## src/rtl/frame_deadline_window_scheduler_assert.svh

```systemverilog
// Assertion macros shared by the scheduler modules.
`ifndef FRAME_DEADLINE_WINDOW_SCHEDULER_ASSERT_SVH
`define FRAME_DEADLINE_WINDOW_SCHEDULER_ASSERT_SVH

// Implication checked on every rising clock edge outside reset.
`define FDWS_ASSERT_IMP(label, clk, rst_n, ante, cons, msg) \
    label: assert property (@(posedge clk) disable iff (!rst_n) (ante) |-> (cons)) \
        else $error(msg);

// Implication whose consequent is checked in the cycle after the antecedent.
`define FDWS_ASSERT_NEXT(label, clk, rst_n, ante, cons, msg) \
    label: assert property (@(posedge clk) disable iff (!rst_n) (ante) |=> (cons)) \
        else $error(msg);

`endif

```

## src/rtl/fdws_pkg.sv

```systemverilog
// -----------------------------------------------------------------------------
// fdws_pkg
// Types and constants shared by the frame deadline window scheduler.
// -----------------------------------------------------------------------------
package fdws_pkg;

    localparam int unsigned TimeW = 48;
    localparam int unsigned IdW   = 32;
    localparam logic [TimeW-1:0] TimeMax = {TimeW{1'b1}};
    localparam int unsigned MsPerS = 1000;

    localparam logic [2:0] CmdUpsert  = 3'd0;
    localparam logic [2:0] CmdRemove  = 3'd1;
    localparam logic [2:0] CmdReady   = 3'd2;
    localparam logic [2:0] CmdConsume = 3'd3;
    localparam logic [2:0] CmdRetry   = 3'd4;
    localparam logic [2:0] CmdNext    = 3'd5;

    localparam logic [1:0] StOk      = 2'd0;
    localparam logic [1:0] StIgnored = 2'd1;
    localparam logic [1:0] StFull    = 2'd2;
    localparam logic [1:0] StNone    = 2'd3;

    localparam logic [1:0] RoleHidden = 2'd0;

    typedef struct packed {
        logic [2:0]       cmd;
        logic [IdW-1:0]   window_id;
        logic [TimeW-1:0] now_ms;
        logic [7:0]       target_fps;
        logic [1:0]       role;
        logic [IdW-1:0]   generation;
        logic [7:0]       priority_req;
        logic             frame_ready;
        logic [15:0]      retry_delay_ms;
    } t_in_word;

    typedef struct packed {
        logic [1:0]       status;
        logic [IdW-1:0]   sel_window_id;
        logic [IdW-1:0]   sel_generation;
        logic [TimeW-1:0] sel_deadline_ms;
        logic [7:0]       sel_priority;
        logic             sel_overdue;
        logic [4:0]       entry_count;
    } t_out_word;

    // Commands from the controller to the datapath.
    typedef struct packed {
        logic load;     // capture the input word, clear the scan results
        logic scan;     // examine the slot at the scan index
        logic apply;    // carry out the command using the scan results
        logic finish;   // build the result word
    } t_dp_cmd;

    typedef struct packed {
        logic scan_last;
    } t_dp_sts;

    // Builds the frame interval for every rate at elaboration, ten bits per
    // rate, with a restoring long division of 1000 by the rate. Rate zero
    // holds 1 and is never looked up for a due time.
    function automatic logic [256*10-1:0] build_interval_rom();
        logic [256*10-1:0] rom;
        int unsigned q;
        int unsigned rem;
        rom = '0;
        rom[9:0] = 10'd1;
        for (int unsigned f = 1; f < 256; f++) begin
            q = 0;
            rem = MsPerS;
            for (int b = 9; b >= 0; b--) begin
                if (rem >= (f << b)) begin
                    rem = rem - (f << b);
                    q = q | (32'd1 << b);
                end
            end
            if (q == 0) begin
                q = 1;
            end
            rom[f*10 +: 10] = 10'(q);
        end
        return rom;
    endfunction

    localparam logic [256*10-1:0] FrameIvRom = build_interval_rom();

    // Frame interval 1000 / fps, at least 1, for fps 1 to 255.
    function automatic logic [9:0] frame_interval(input logic [7:0] fps);
        return FrameIvRom[10*int'(fps) +: 10];
    endfunction

    function automatic logic [TimeW-1:0] sat_add(input logic [TimeW-1:0] a,
                                                 input logic [15:0] b);
        logic [TimeW:0] s;
        s = {1'b0, a} + {{(TimeW-15){1'b0}}, b};
        return s[TimeW] ? TimeMax : s[TimeW-1:0];
    endfunction

endpackage

```

## src/rtl/fdws_ctrl.sv

```systemverilog
// -----------------------------------------------------------------------------
// fdws_ctrl
// Sequencer: accept a word, scan all slots, apply, then present the result.
// -----------------------------------------------------------------------------
module fdws_ctrl (
    input  logic               i_clk,
    input  logic               i_rst_n,
    input  logic               i_in_valid,
    output logic               o_in_stall,
    output logic               o_out_valid,
    input  logic               i_out_stall,
    input  fdws_pkg::t_dp_sts  i_sts,
    output fdws_pkg::t_dp_cmd  o_cmd
);

    typedef enum logic [4:0] {
        S_IDLE   = 5'b00001,
        S_SCAN   = 5'b00010,
        S_APPLY  = 5'b00100,
        S_FINISH = 5'b01000,
        S_OUT    = 5'b10000
    } t_state;

    t_state r_state, n_state;

    always_comb begin
        n_state = r_state;
        o_cmd   = '0;
        case (r_state)
            S_IDLE: begin
                if (i_in_valid) begin
                    o_cmd.load = 1'b1;
                    n_state = S_SCAN;
                end
            end
            S_SCAN: begin
                o_cmd.scan = 1'b1;
                if (i_sts.scan_last) begin
                    n_state = S_APPLY;
                end
            end
            S_APPLY: begin
                o_cmd.apply = 1'b1;
                n_state = S_FINISH;
            end
            S_FINISH: begin
                o_cmd.finish = 1'b1;
                n_state = S_OUT;
            end
            S_OUT: begin
                if (!i_out_stall) begin
                    n_state = S_IDLE;
                end
            end
            default: n_state = S_IDLE;
        endcase
    end

    always_ff @(posedge i_clk) begin
        if (!i_rst_n) begin
            r_state <= S_IDLE;
        end else begin
            r_state <= n_state;
        end
    end

    assign o_in_stall  = (r_state != S_IDLE);
    assign o_out_valid = (r_state == S_OUT);

    `include "frame_deadline_window_scheduler_assert.svh"

    `FDWS_ASSERT_IMP(a_onehot, i_clk, i_rst_n, 1'b1, $onehot(r_state), "state not one-hot")
    `FDWS_ASSERT_NEXT(a_load_scan, i_clk, i_rst_n, o_cmd.load, r_state == S_SCAN, "load not followed by scan")
    `FDWS_ASSERT_NEXT(a_apply_fin, i_clk, i_rst_n, o_cmd.apply, o_cmd.finish, "apply not followed by finish")

endmodule

```

## src/rtl/fdws_dp.sv

```systemverilog
// -----------------------------------------------------------------------------
// fdws_dp
// Slot table, one-slot-per-cycle scan with running best pick, and updates.
// -----------------------------------------------------------------------------
module fdws_dp #(
    parameter int unsigned ENTRIES = 16
) (
    input  logic                 i_clk,
    input  logic                 i_rst_n,
    input  fdws_pkg::t_in_word   i_in,
    input  fdws_pkg::t_dp_cmd    i_cmd,
    output fdws_pkg::t_dp_sts    o_sts,
    output fdws_pkg::t_out_word  o_out
);

    localparam int unsigned IW = (ENTRIES > 1) ? $clog2(ENTRIES) : 1;
    localparam int unsigned CW = $clog2(ENTRIES + 1);
    localparam int unsigned TW = fdws_pkg::TimeW;

    logic [ENTRIES-1:0]    r_valid;
    logic [31:0]           r_win  [ENTRIES];
    logic [7:0]            r_fps  [ENTRIES];
    logic [1:0]            r_role [ENTRIES];
    logic [31:0]           r_gen  [ENTRIES];
    logic [7:0]            r_prio [ENTRIES];
    logic [ENTRIES-1:0]    r_ready;
    logic [TW-1:0]         r_due  [ENTRIES];
    logic [31:0]           r_cursor;
    logic [CW-1:0]         r_count;

    fdws_pkg::t_in_word    r_in;
    logic [IW-1:0]         r_idx;
    logic                  r_hit, r_free_ok, r_pick_ok;
    logic [IW-1:0]         r_hit_idx, r_free_idx, r_pick;
    logic [1:0]            r_status;
    fdws_pkg::t_out_word   r_out;
    fdws_pkg::t_out_word   n_out;

    assign o_sts.scan_last = (r_idx == IW'(ENTRIES - 1));
    assign o_out = r_out;

    // Comparison of the scanned slot against the current best.
    logic cand, better, da, db, ca, cb;
    always_comb begin
        cand = r_valid[r_idx] && r_ready[r_idx] && (r_role[r_idx] != fdws_pkg::RoleHidden);
        da = r_due[r_idx] <= r_in.now_ms;
        db = r_due[r_pick] <= r_in.now_ms;
        ca = r_win[r_idx] > r_cursor;
        cb = r_win[r_pick] > r_cursor;
        if (da != db)                           better = da;
        else if (r_role[r_idx] != r_role[r_pick]) better = r_role[r_idx] > r_role[r_pick];
        else if (r_due[r_idx] != r_due[r_pick])   better = r_due[r_idx] < r_due[r_pick];
        else if (ca != cb)                      better = ca;
        else if (r_prio[r_idx] != r_prio[r_pick]) better = r_prio[r_idx] > r_prio[r_pick];
        else                                    better = r_win[r_idx] < r_win[r_pick];
    end

    logic [TW-1:0] consume_due;
    always_comb begin
        if (r_fps[r_hit_idx] == 8'd0) begin
            consume_due = fdws_pkg::TimeMax;
        end else begin
            consume_due = fdws_pkg::sat_add(r_in.now_ms,
                {6'd0, fdws_pkg::frame_interval(r_fps[r_hit_idx])});
        end
    end

    logic [15:0] retry_d;
    assign retry_d = (r_in.retry_delay_ms == 16'd0) ? 16'd1 : r_in.retry_delay_ms;

    always_ff @(posedge i_clk) begin
        if (!i_rst_n) begin
            r_valid  <= '0;
            r_cursor <= '0;
            r_count  <= '0;
            r_idx    <= '0;
        end else begin
            if (i_cmd.load) begin
                r_in      <= i_in;
                r_idx     <= '0;
                r_hit     <= 1'b0;
                r_free_ok <= 1'b0;
                r_pick_ok <= 1'b0;
                r_pick    <= '0;
            end
            if (i_cmd.scan) begin
                if (!o_sts.scan_last) r_idx <= r_idx + 1'b1;
                if (r_valid[r_idx] && r_win[r_idx] == r_in.window_id && !r_hit) begin
                    r_hit     <= 1'b1;
                    r_hit_idx <= r_idx;
                end
                if (!r_valid[r_idx] && !r_free_ok) begin
                    r_free_ok  <= 1'b1;
                    r_free_idx <= r_idx;
                end
                if (cand && (!r_pick_ok || better)) begin
                    r_pick_ok <= 1'b1;
                    r_pick    <= r_idx;
                end
            end
            if (i_cmd.apply) begin
                case (r_in.cmd)
                    fdws_pkg::CmdUpsert: begin
                        if (r_in.window_id != 32'd0) begin
                            if (r_hit) begin
                                if (r_fps[r_hit_idx] != r_in.target_fps ||
                                    r_role[r_hit_idx] != r_in.role ||
                                    r_gen[r_hit_idx] != r_in.generation) begin
                                    if (r_in.now_ms < r_due[r_hit_idx])
                                        r_due[r_hit_idx] <= r_in.now_ms;
                                end
                                r_fps[r_hit_idx]   <= r_in.target_fps;
                                r_role[r_hit_idx]  <= r_in.role;
                                r_gen[r_hit_idx]   <= r_in.generation;
                                r_prio[r_hit_idx]  <= r_in.priority_req;
                                r_ready[r_hit_idx] <= r_in.frame_ready;
                                r_status <= fdws_pkg::StOk;
                            end else if (r_free_ok) begin
                                r_valid[r_free_idx] <= 1'b1;
                                r_win[r_free_idx]   <= r_in.window_id;
                                r_due[r_free_idx]   <= r_in.now_ms;
                                r_fps[r_free_idx]   <= r_in.target_fps;
                                r_role[r_free_idx]  <= r_in.role;
                                r_gen[r_free_idx]   <= r_in.generation;
                                r_prio[r_free_idx]  <= r_in.priority_req;
                                r_ready[r_free_idx] <= r_in.frame_ready;
                                r_count  <= r_count + 1'b1;
                                r_status <= fdws_pkg::StOk;
                            end else begin
                                r_status <= fdws_pkg::StFull;
                            end
                        end else begin
                            r_status <= fdws_pkg::StIgnored;
                        end
                    end
                    fdws_pkg::CmdRemove: begin
                        if (r_hit) begin
                            r_valid[r_hit_idx] <= 1'b0;
                            r_count  <= r_count - 1'b1;
                            r_status <= fdws_pkg::StOk;
                        end else begin
                            r_status <= fdws_pkg::StIgnored;
                        end
                    end
                    fdws_pkg::CmdReady: begin
                        if (r_hit && r_gen[r_hit_idx] == r_in.generation) begin
                            r_ready[r_hit_idx] <= 1'b1;
                            r_status <= fdws_pkg::StOk;
                        end else begin
                            r_status <= fdws_pkg::StIgnored;
                        end
                    end
                    fdws_pkg::CmdConsume: begin
                        if (r_hit) begin
                            r_ready[r_hit_idx] <= 1'b0;
                            r_due[r_hit_idx]   <= consume_due;
                            r_cursor <= r_in.window_id;
                            r_status <= fdws_pkg::StOk;
                        end else begin
                            r_status <= fdws_pkg::StIgnored;
                        end
                    end
                    fdws_pkg::CmdRetry: begin
                        if (r_hit) begin
                            r_ready[r_hit_idx] <= 1'b1;
                            r_due[r_hit_idx]   <= fdws_pkg::sat_add(r_in.now_ms, retry_d);
                            r_cursor <= r_in.window_id;
                            r_status <= fdws_pkg::StOk;
                        end else begin
                            r_status <= fdws_pkg::StIgnored;
                        end
                    end
                    fdws_pkg::CmdNext: begin
                        if (r_pick_ok && r_due[r_pick] <= r_in.now_ms)
                            r_status <= fdws_pkg::StOk;
                        else
                            r_status <= fdws_pkg::StNone;
                    end
                    default: r_status <= fdws_pkg::StIgnored;
                endcase
            end
        end
    end

    // Result word; the next command's fields are taken from the pick.
    always_comb begin
        n_out = '0;
        n_out.status      = r_status;
        n_out.entry_count = 5'(r_count);
        if (r_in.cmd == fdws_pkg::CmdNext && r_status == fdws_pkg::StOk) begin
            n_out.sel_window_id   = r_win[r_pick];
            n_out.sel_generation  = r_gen[r_pick];
            n_out.sel_deadline_ms = r_due[r_pick];
            n_out.sel_priority    = r_prio[r_pick];
            n_out.sel_overdue     = 1'b1;
        end
    end

    always_ff @(posedge i_clk) begin
        if (i_cmd.finish) begin
            r_out <= n_out;
        end
    end

    `include "frame_deadline_window_scheduler_assert.svh"

    `FDWS_ASSERT_IMP(a_count_max, i_clk, i_rst_n, 1'b1, r_count <= CW'(ENTRIES), "count overflow")
    `FDWS_ASSERT_IMP(a_count_pop, i_clk, i_rst_n, 1'b1, r_count == CW'($countones(r_valid)), "count mismatch")
    `FDWS_ASSERT_NEXT(a_load_idx, i_clk, i_rst_n, i_cmd.load, r_idx == '0, "scan index not cleared")

endmodule

```

## src/rtl/frame_deadline_window_scheduler.sv

```systemverilog
// The block takes a new word only once the result word of the last one has been
// taken; the slot scan visits one table slot per cycle.
// Reset (synchronous, active low) clears all slot valid flags, the round-robin
// cursor and the entry count; no clearing pass is needed.
// -----------------------------------------------------------------------------
// frame_deadline_window_scheduler
// Top level: per-window frame deadline table with round-robin selection.
// -----------------------------------------------------------------------------
module frame_deadline_window_scheduler #(
    parameter int unsigned ENTRIES = 16
) (
    input  logic                 i_clk,
    input  logic                 i_rst_n,
    input  logic                 i_in_valid,
    output logic                 o_in_stall,
    input  fdws_pkg::t_in_word   i_in_data,
    output logic                 o_out_valid,
    input  logic                 i_out_stall,
    output fdws_pkg::t_out_word  o_out_data
);

    // The controller sequences load, scan, apply and finish; the datapath
    // holds the table and produces the result word, which stays stable while
    // the output is stalled.
    fdws_pkg::t_dp_cmd cmd;
    fdws_pkg::t_dp_sts sts;

    fdws_ctrl u_ctrl (
        .i_clk       (i_clk),
        .i_rst_n     (i_rst_n),
        .i_in_valid  (i_in_valid),
        .o_in_stall  (o_in_stall),
        .o_out_valid (o_out_valid),
        .i_out_stall (i_out_stall),
        .i_sts       (sts),
        .o_cmd       (cmd)
    );

    fdws_dp #(.ENTRIES(ENTRIES)) u_dp (
        .i_clk   (i_clk),
        .i_rst_n (i_rst_n),
        .i_in    (i_in_data),
        .i_cmd   (cmd),
        .o_sts   (sts),
        .o_out   (o_out_data)
    );

endmodule

```

## config.mk

```make
export PLATFORM = sky130hd
export DESIGN_NAME = frame_deadline_window_scheduler
export DESIGN_NICKNAME = d
export VERILOG_FILES = /design/src/rtl/fdws_pkg.sv /design/src/rtl/fdws_ctrl.sv /design/src/rtl/fdws_dp.sv /design/src/rtl/frame_deadline_window_scheduler.sv
export VERILOG_INCLUDE_DIRS = /design/src /design/src/rtl
export SDC_FILE = /design/constraint.sdc
export NUM_CORES = 2
export LEC_CHECK = 0
export BUFFER_PORTS_ARGS = -buffer_cell sky130_fd_sc_hd__buf_2
export CAP_MARGIN = 20
export CELL_PAD_IN_SITES_DETAIL_PLACEMENT = 1
export CELL_PAD_IN_SITES_GLOBAL_PLACEMENT = 1
export CORE_MARGIN = 2
export CORE_UTILIZATION = 40
export CTS_BUF_LIST = sky130_fd_sc_hd__clkbuf_4 sky130_fd_sc_hd__clkbuf_8
export DETAILED_ROUTE_END_ITERATION = 12
export HOLD_SLACK_MARGIN = 0.03
export PLACE_DENSITY_LB_ADDON = 0.25
export SLEW_MARGIN = 15
export SYNTH_ARGS = -nofsm -noshare
export SYNTH_HDL_FRONTEND = slang
export SYNTH_SLANG_ARGS = --single-unit
```

## constraint.sdc

```tcl
create_clock -name i_clk -period 15.9 [get_ports i_clk]
set_input_delay 0.795 -clock i_clk [delete_from_list [all_inputs] [get_ports i_clk]]
set_output_delay 0.795 -clock i_clk [all_outputs]
set_load 0.02 [all_outputs]
```

After elaboration in Yosys (flattened, before gate mapping)
Memories as Yosys holds them, arrays and structs flattened. A register that Yosys moved wholly into a read port is not among the register bits.
Cells that the tools add are included.
- register bits: 341
- bits in latches: 0
- RAM bits: 2080
- bits in read-only memories: 0
- input bits: 154
- output and inout bits: 130
- word-level logic and storage cells: 263
- memories: 6
- memory list (name ; words ; bits a word ; read ports ; clocked after Yosys merged registers in ; wr ports ; RTL line ; RTL):
    u_dp.r_due ; 16 ; 48 ; 3 ; 3 ; 1 ; fdws_dp.sv:27 ; logic [TW-1:0] r_due [ENTRIES];
    u_dp.r_gen ; 16 ; 32 ; 2 ; 2 ; 1 ; fdws_dp.sv:24 ; logic [31:0] r_gen [ENTRIES];
    u_dp.r_win ; 16 ; 32 ; 2 ; 2 ; 1 ; fdws_dp.sv:21 ; logic [31:0] r_win [ENTRIES];
    u_dp.r_fps ; 16 ; 8 ; 1 ; 1 ; 1 ; fdws_dp.sv:22 ; logic [7:0] r_fps [ENTRIES];
    u_dp.r_prio ; 16 ; 8 ; 2 ; 2 ; 1 ; fdws_dp.sv:25 ; logic [7:0] r_prio [ENTRIES];
    u_dp.r_role ; 16 ; 2 ; 3 ; 3 ; 1 ; fdws_dp.sv:23 ; logic [1:0] r_role [ENTRIES];
- $add $sub $neg: 5
- multiply operators: 1
- divide/modulo/power cells: 0
- order comparisons: 14
- eq/ne operators: 33
- shifts and indexed selects: 1
- mux-type cells: 126
- bitwise operators: 7
- reductions and logical operators: 42
- operators by type and width (cell ; number):
    2560-bit by 32-bit indexed part select with 10-bit output, first input constant ; 1
    48-bit 2-to-1 mux ; 6
    16-bit 2-to-1 mux ; 11
    48-bit less-or-equal comparator ; 2
    48-bit less-than comparator ; 2
    4-bit 2-to-1 mux ; 23
    32-bit == test ; 2
    32-bit > comparator ; 2
    16-bit case mux with 4 select lines ; 1
    1-bit 2-to-1 mux ; 60
    48-bit by 10-bit adder with 49-bit output ; 1
    48-bit by 16-bit adder with 49-bit output ; 1
    48-bit inequality test ; 1
    48-bit OR reduction ; 1
    5-bit 2-to-1 mux ; 7
    16-bit AND ; 2
    16-bit bitwise mux ; 2
    32-bit less-than comparator ; 1
    32-bit 2-to-1 mux ; 1
    32-bit inequality test ; 1
    16-bit bitwise OR ; 2
    16-bit case mux with 2 select lines ; 1
    32-bit nonzero test ; 1
    32-bit OR reduction ; 1
    49 further kinds ; 96

Logic depth before layout (Yosys ltp)
- depth in word-level cells: 13
- mapped depth: 31
- gate-level depth less buffers: 23

By module
From an unflattened synthesis, not the netlist that was laid out.
- cell total of the unflattened synthesis: 6895
- area total of the unflattened synthesis: 124877.3 sq um
- by module, submodules not included (module ; times used ; cells each ; area each (sq um) ; sequential area each (sq um)):
    fdws_dp ; 1 ; 6858 ; 124570.7 ; 73100.1
    fdws_ctrl ; 1 ; 37 ; 306.5 ; 100.1

Worst setup path after synthesis
Ideal clock, no wire load.
- path type: register -> register
- from: register u_ctrl.r_state[0]
- to: register u_dp.r_out (netlist bit u_dp.o_out[0]) (enable)
- setup time: 0.801 ns
- arrival time: 10.083 ns
- required time: 15.099 ns
- setup slack: 5.016 ns
- stages on the path, launching flop included: 3
- path buffers: 0
- clock period less this slack: 10.884 ns
- cell sequence: dfxtp_1 or3_1 nor3b_1
- cells in the longest elaborated chain, start to end: 2
- RTL lines (element ; RTL line ; RTL):
    start: declaration ; fdws_ctrl.sv:24 ; t_state r_state, n_state;
    start signal: assignment ; fdws_ctrl.sv:63 ; r_state <= n_state;
    5-bit by 4-bit == test with 1-bit output ; fdws_ctrl.sv:29 ; case (r_state)
    1-bit 2-to-1 mux ; fdws_ctrl.sv:29 ;
    end signal: assignment ; fdws_dp.sv:201 ; r_out <= n_out;
    end: declaration ; fdws_dp.sv:36 ; fdws_pkg::t_out_word r_out;
Every way passes these cells.
A chain may end at the register's enable or synchronous reset.

==> summary.md <==
| Metric | Value |
|---|---|
| Num CTS Buffers | `421` |
| GPL Wtd Cong | `0.8959` |
| Mapped Nets | `7297` |
| CP required | `16.77 ns` |
| Pin count of the biggest net entering global routing | `131` |
| CTS clock-pin slew for the worst setup and hold paths | `0.06 ns` |
| Final WL | `408.1 mm` |
| Power per Cell Area | `103.3 nW/um^2` |
| First-pass GRT wire length | `584.0 mm` |
| Final setup viols | `0` |
| Adder-Cell Fraction of Synth Area | `3.446%` |
| Port Buffers | `283` |
| Post-Synth XOR/XNOR Area | `0.9058%` |
| Distinct cells, synth | `76` |
| Setup_tns | `0 ns` |
| Setup CP Type | `reg -> reg` |
| DIE HEIGHT | `562.4 microns` |
| Synth Instances | `6802` |
| Layout cell share with drive strength beyond 1 | `35.47%` |
| Post-DP HPWL | `247.5 mm` |
| Clock sink count | `2461` |
| Post-synth ARST share | `0%` |
| Worst slew pin tran | `1.162 ns` |
| Setup slack after placement | `6.949 ns` |
| Routed WL per cell | `34.29 microns` |
| Post-synthesis cell area | `124700 sq um` |
| Setup Skew | `0.1083 ns` |
| Power Total | `14.61 mW` |
| Largest area contributor in the netlist | `edfxtp_1` |
| Final routed DRC violation total | `0` |
| Grt peak-use layer | `met2` |
| Routed vias | `75290` |
| GRT met2 Usage | `41.09%` |
| Share of the synthesized area in the top cell type | `57.56%` |
| Crit-path max cell delay | `0.77 ns` |
| CTS tree | `yes` |
| Fmax | `112.1 MHz` |
| Total GRT Usage | `25.58%` |
| Final hold vios | `0` |
| Final setup margin | `6.980 ns` |
| M1 GR Usage | `35.15%` |
| Synth warn | `0` |
| MaxCap Viol Count | `0` |
| Vias in the first global route | `79550` |
| CP Max Fanout | `85` |
| Hold crit path type | `in -> reg` |
| Final-report max-slew violation count | `0` |
| Status | `complete, no violations` |
| H-Tree Depth | `5` |
| Leakage power | `45.96 nW` |
| RSZ-0062 raised after global routing | `no` |
| Final nets | `7905` |
| Max clock buf depth | `4` |
| Routed Antenna Nets | `0` |
| Initial DRC Count | `8442` |
| Largest family of logic cells by synthesized area | `multiplexers` |
| Final period utilization | `56.10%` |
| Synth Area in Compound Gates | `3.574%` |
| Worst-path cell chain | `buf_12 > mux4_2 > mux4_2 > inv_2 > mux4_2 > o21ai_0 > nand3b_1 > a21o_1 > o211ai_1 > ha_1 > inv_1 > fa_1 > nor2b_1 > o21ai_0 > a21boi_0 > o21ai_0 > a211o_1 > a2111oi_0 > nor2b_1 > o22ai_1 > o31ai_1 > buf_2` |
| Number of synthesized flops with an enable pin | `2391` |
| Clk_lat worst skew | `1.12 ns` |
| Grt total ovfl | `0` |
| Crit-path slowest cell | `mux4_2` |
| Worst EP arrival | `9.79 ns` |
| # IOs | `284` |
| Via/cell ratio | `6.325` |
| Core Footprint | `311100 sq um` |
| DR pass1 iterations | `6` |
| Die W | `562.4 microns` |
| Min Tclk post-route | `8.920 ns` |
| Synth top area cells | `edfxtp_1 (58%), mux4_2 (27%), ha_1 (3.4%)` |
| Initial antenna violation count | `26` |
| Most used DFF post-synth | `edfxtp_1` |
| Rows | `205` |
| Worst setup EP type | `flip-flop` |
| Mux contribution to synthesized area | `27.48%` |
| Layout area overhead | `13.46%` |
| Post-route design area | `141500 sq um` |
| Worst VDD drop | `0.06664 mV` |
| #FFs+latches synth | `2461` |
| Worst slew margin | `22.50%` |
| Starting Density | `40.09%` |
| Simple-Gate Fraction of Synth Area | `3.674%` |
| GRT met3 Usage | `4.407%` |
| Root buffer cell | `clkbuf_8` |
| Average size of a mapped cell | `18.34 sq um` |
| Full die area | `316300 sq um` |
| Worst Setup Start Kind | `flip-flop` |
| Seq/Total Area, Yosys | `58.68%` |
| Post-DP Area | `131500 sq um` |
==> cell families (layout without fill, tap and decap cells) <==
| logic type | count (synthesis) | in the layout |
|---|---|---|
| buffers and inverters | 708 | 1660 |
| AO/OA/AOI/OAI | 708 | 708 |
| XOR/XNOR | 129 | 129 |
| flip-flops | 2461 | 2461 |
| multiplexers | 1546 | 1546 |
| adder cells (fa/ha/maj) | 342 | 342 |
| AND/OR/NAND/NOR | 908 | 908 |
| other | 0 | 9 |
==> per-layer routing <==
metal / vias to the layer above / part of all wire (%)
met5: - / 0.055
met4: 18 / 3.8
met3: 813 / 8.1
met2: 3751 / 48
met1: 40600 / 41
li1: 30110 / -
==> synthesized netlist by cell type (all sizes together), types with 5 or more instances <==
master and count:
nand4 87, o211ai 22, mux4 1502, and3 13, mux2i 38, edfxtp 2391, or4 6, o22ai 34
a21boi 6, nor2b 35, o221ai 7, o21a 14, a2111oi 10, a21o 78, or3 14, o21ai 142
mux2 6, a31oi 16, xnor2 112, nand2b 20, xor2 17, ha 338, nor4 29, o31ai 30
nor3 60, a211o 5, or2 6, and4 8, dfxtp 70, nand3 75, nor2 194, inv 256
and2 144, a22oi 30, a21oi 231, a211oi 35, a221oi 7, clkbuf 271, buf 179, nand2 207
==> report_power, final <==
part	switching [mW]	internal, mW
Clock	2.73	3.04
Sequential	0.120	7.14
Combinational	0.874	0.710
Total	3.72	10.9
==> repair_timing <==
action | in CTS | in global routing
setup buffers | 0 | 0
gates resized for setup | 0 | 0
endpoints found under the hold margin | 154 | 0
hold buffers | 152 | 0
==> registers in the layout, summed over array words and instances, names as in the netlist, named ones only <==
name and flops:
u_dp.r_in 150, u_dp.r_count 5, u_dp.r_idx 4, u_dp.r_role 32, u_dp.r_cursor 32, u_dp.r_valid 16
u_dp.r_win 512, u_dp.r_hit_idx 4, u_dp.r_status 2, u_dp.r_free_idx 4, u_dp.r_pick 4, u_dp.r_free_ok 1
u_dp.r_gen 512, u_dp.r_fps 128, u_dp.r_prio 128, u_dp.r_hit 1, u_ctrl.r_state 5, u_dp.r_due 768
u_dp.o_out 128, u_dp.r_pick_ok 1
==> final timing paths <==
path,cells after the start,slack [ns],startpoint,to
setup / recovery,22,6.98,flip-flop,u_dp.r_due[11][30]
hold / removal,1,0.22,i_rst_n,u_dp.r_pick_ok
setup reg to reg,22,6.98,flip-flop,u_dp.r_due[11][30]
hold reg to reg,2,0.46,u_dp.r_cursor[10],u_dp.r_cursor[10]
==> critical path, delay by kind of cell, from the launching register on <==
family,cells,cell delay (ns)
buffers and inverters,4,1.32
multiplexers,3,1.92
adder cells (fa/ha/maj),2,0.63
AO/OA/AOI/OAI,10,3.20
AND/OR/NAND/NOR,3,0.76
flip-flops,1,0.70
==> placed cells by master, fill, tap and decap left out, types with 38 or more instances in the layout <==
| cell type | count |
|---|---|
| edfxtp_1 | 2391 |
| mux4_2 | 1502 |
| clkbuf_8 | 432 |
| ha_1 | 338 |
| buf_2 | 285 |
| inv_1 | 254 |
| nand2_1 | 206 |
| a21oi_1 | 201 |
| nor2_1 | 177 |
| buf_4 | 174 |
| clkbuf_4 | 153 |
| dlygate4sd3_1 | 152 |
| o21ai_0 | 137 |
| and2_1 | 126 |
| clkinv_1 | 112 |
| xnor2_1 | 112 |
| nand4_1 | 86 |
| a21o_1 | 78 |
| nand3_1 | 75 |
| dfxtp_1 | 59 |
| nor3_1 | 58 |
| clkinv_2 | 46 |
| mux2i_1 | 38 |
==> through the flow <==
| stage | util [%] | instances | hold WS (ns) |
|---|---|---|---|
| floorplan | - | 6802 | 0.4172 |
| global placement | 42.26 | 10950 | 0.4441 |
| detailed placement | 42.27 | 10960 | 0.4500 |
| CTS | 45.42 | 11880 | 0.09050 |
| global route | 45.48 | 11900 | 0.1773 |
| finish | 45.49 | 11900 | 0.2228 |
==> final cells by class <==
class	count	area, sq um
well taps	4140	5180
diodes	9	22.52
clock buffers	577	7034
inverters	258	975.9
repair buffers	635	4637
multi-input cells	3633	49180
flip-flops and latches	2461	73240
fillers	29430	169600
clock inverters	190	1255
Power figures use the tool's default switching activity.
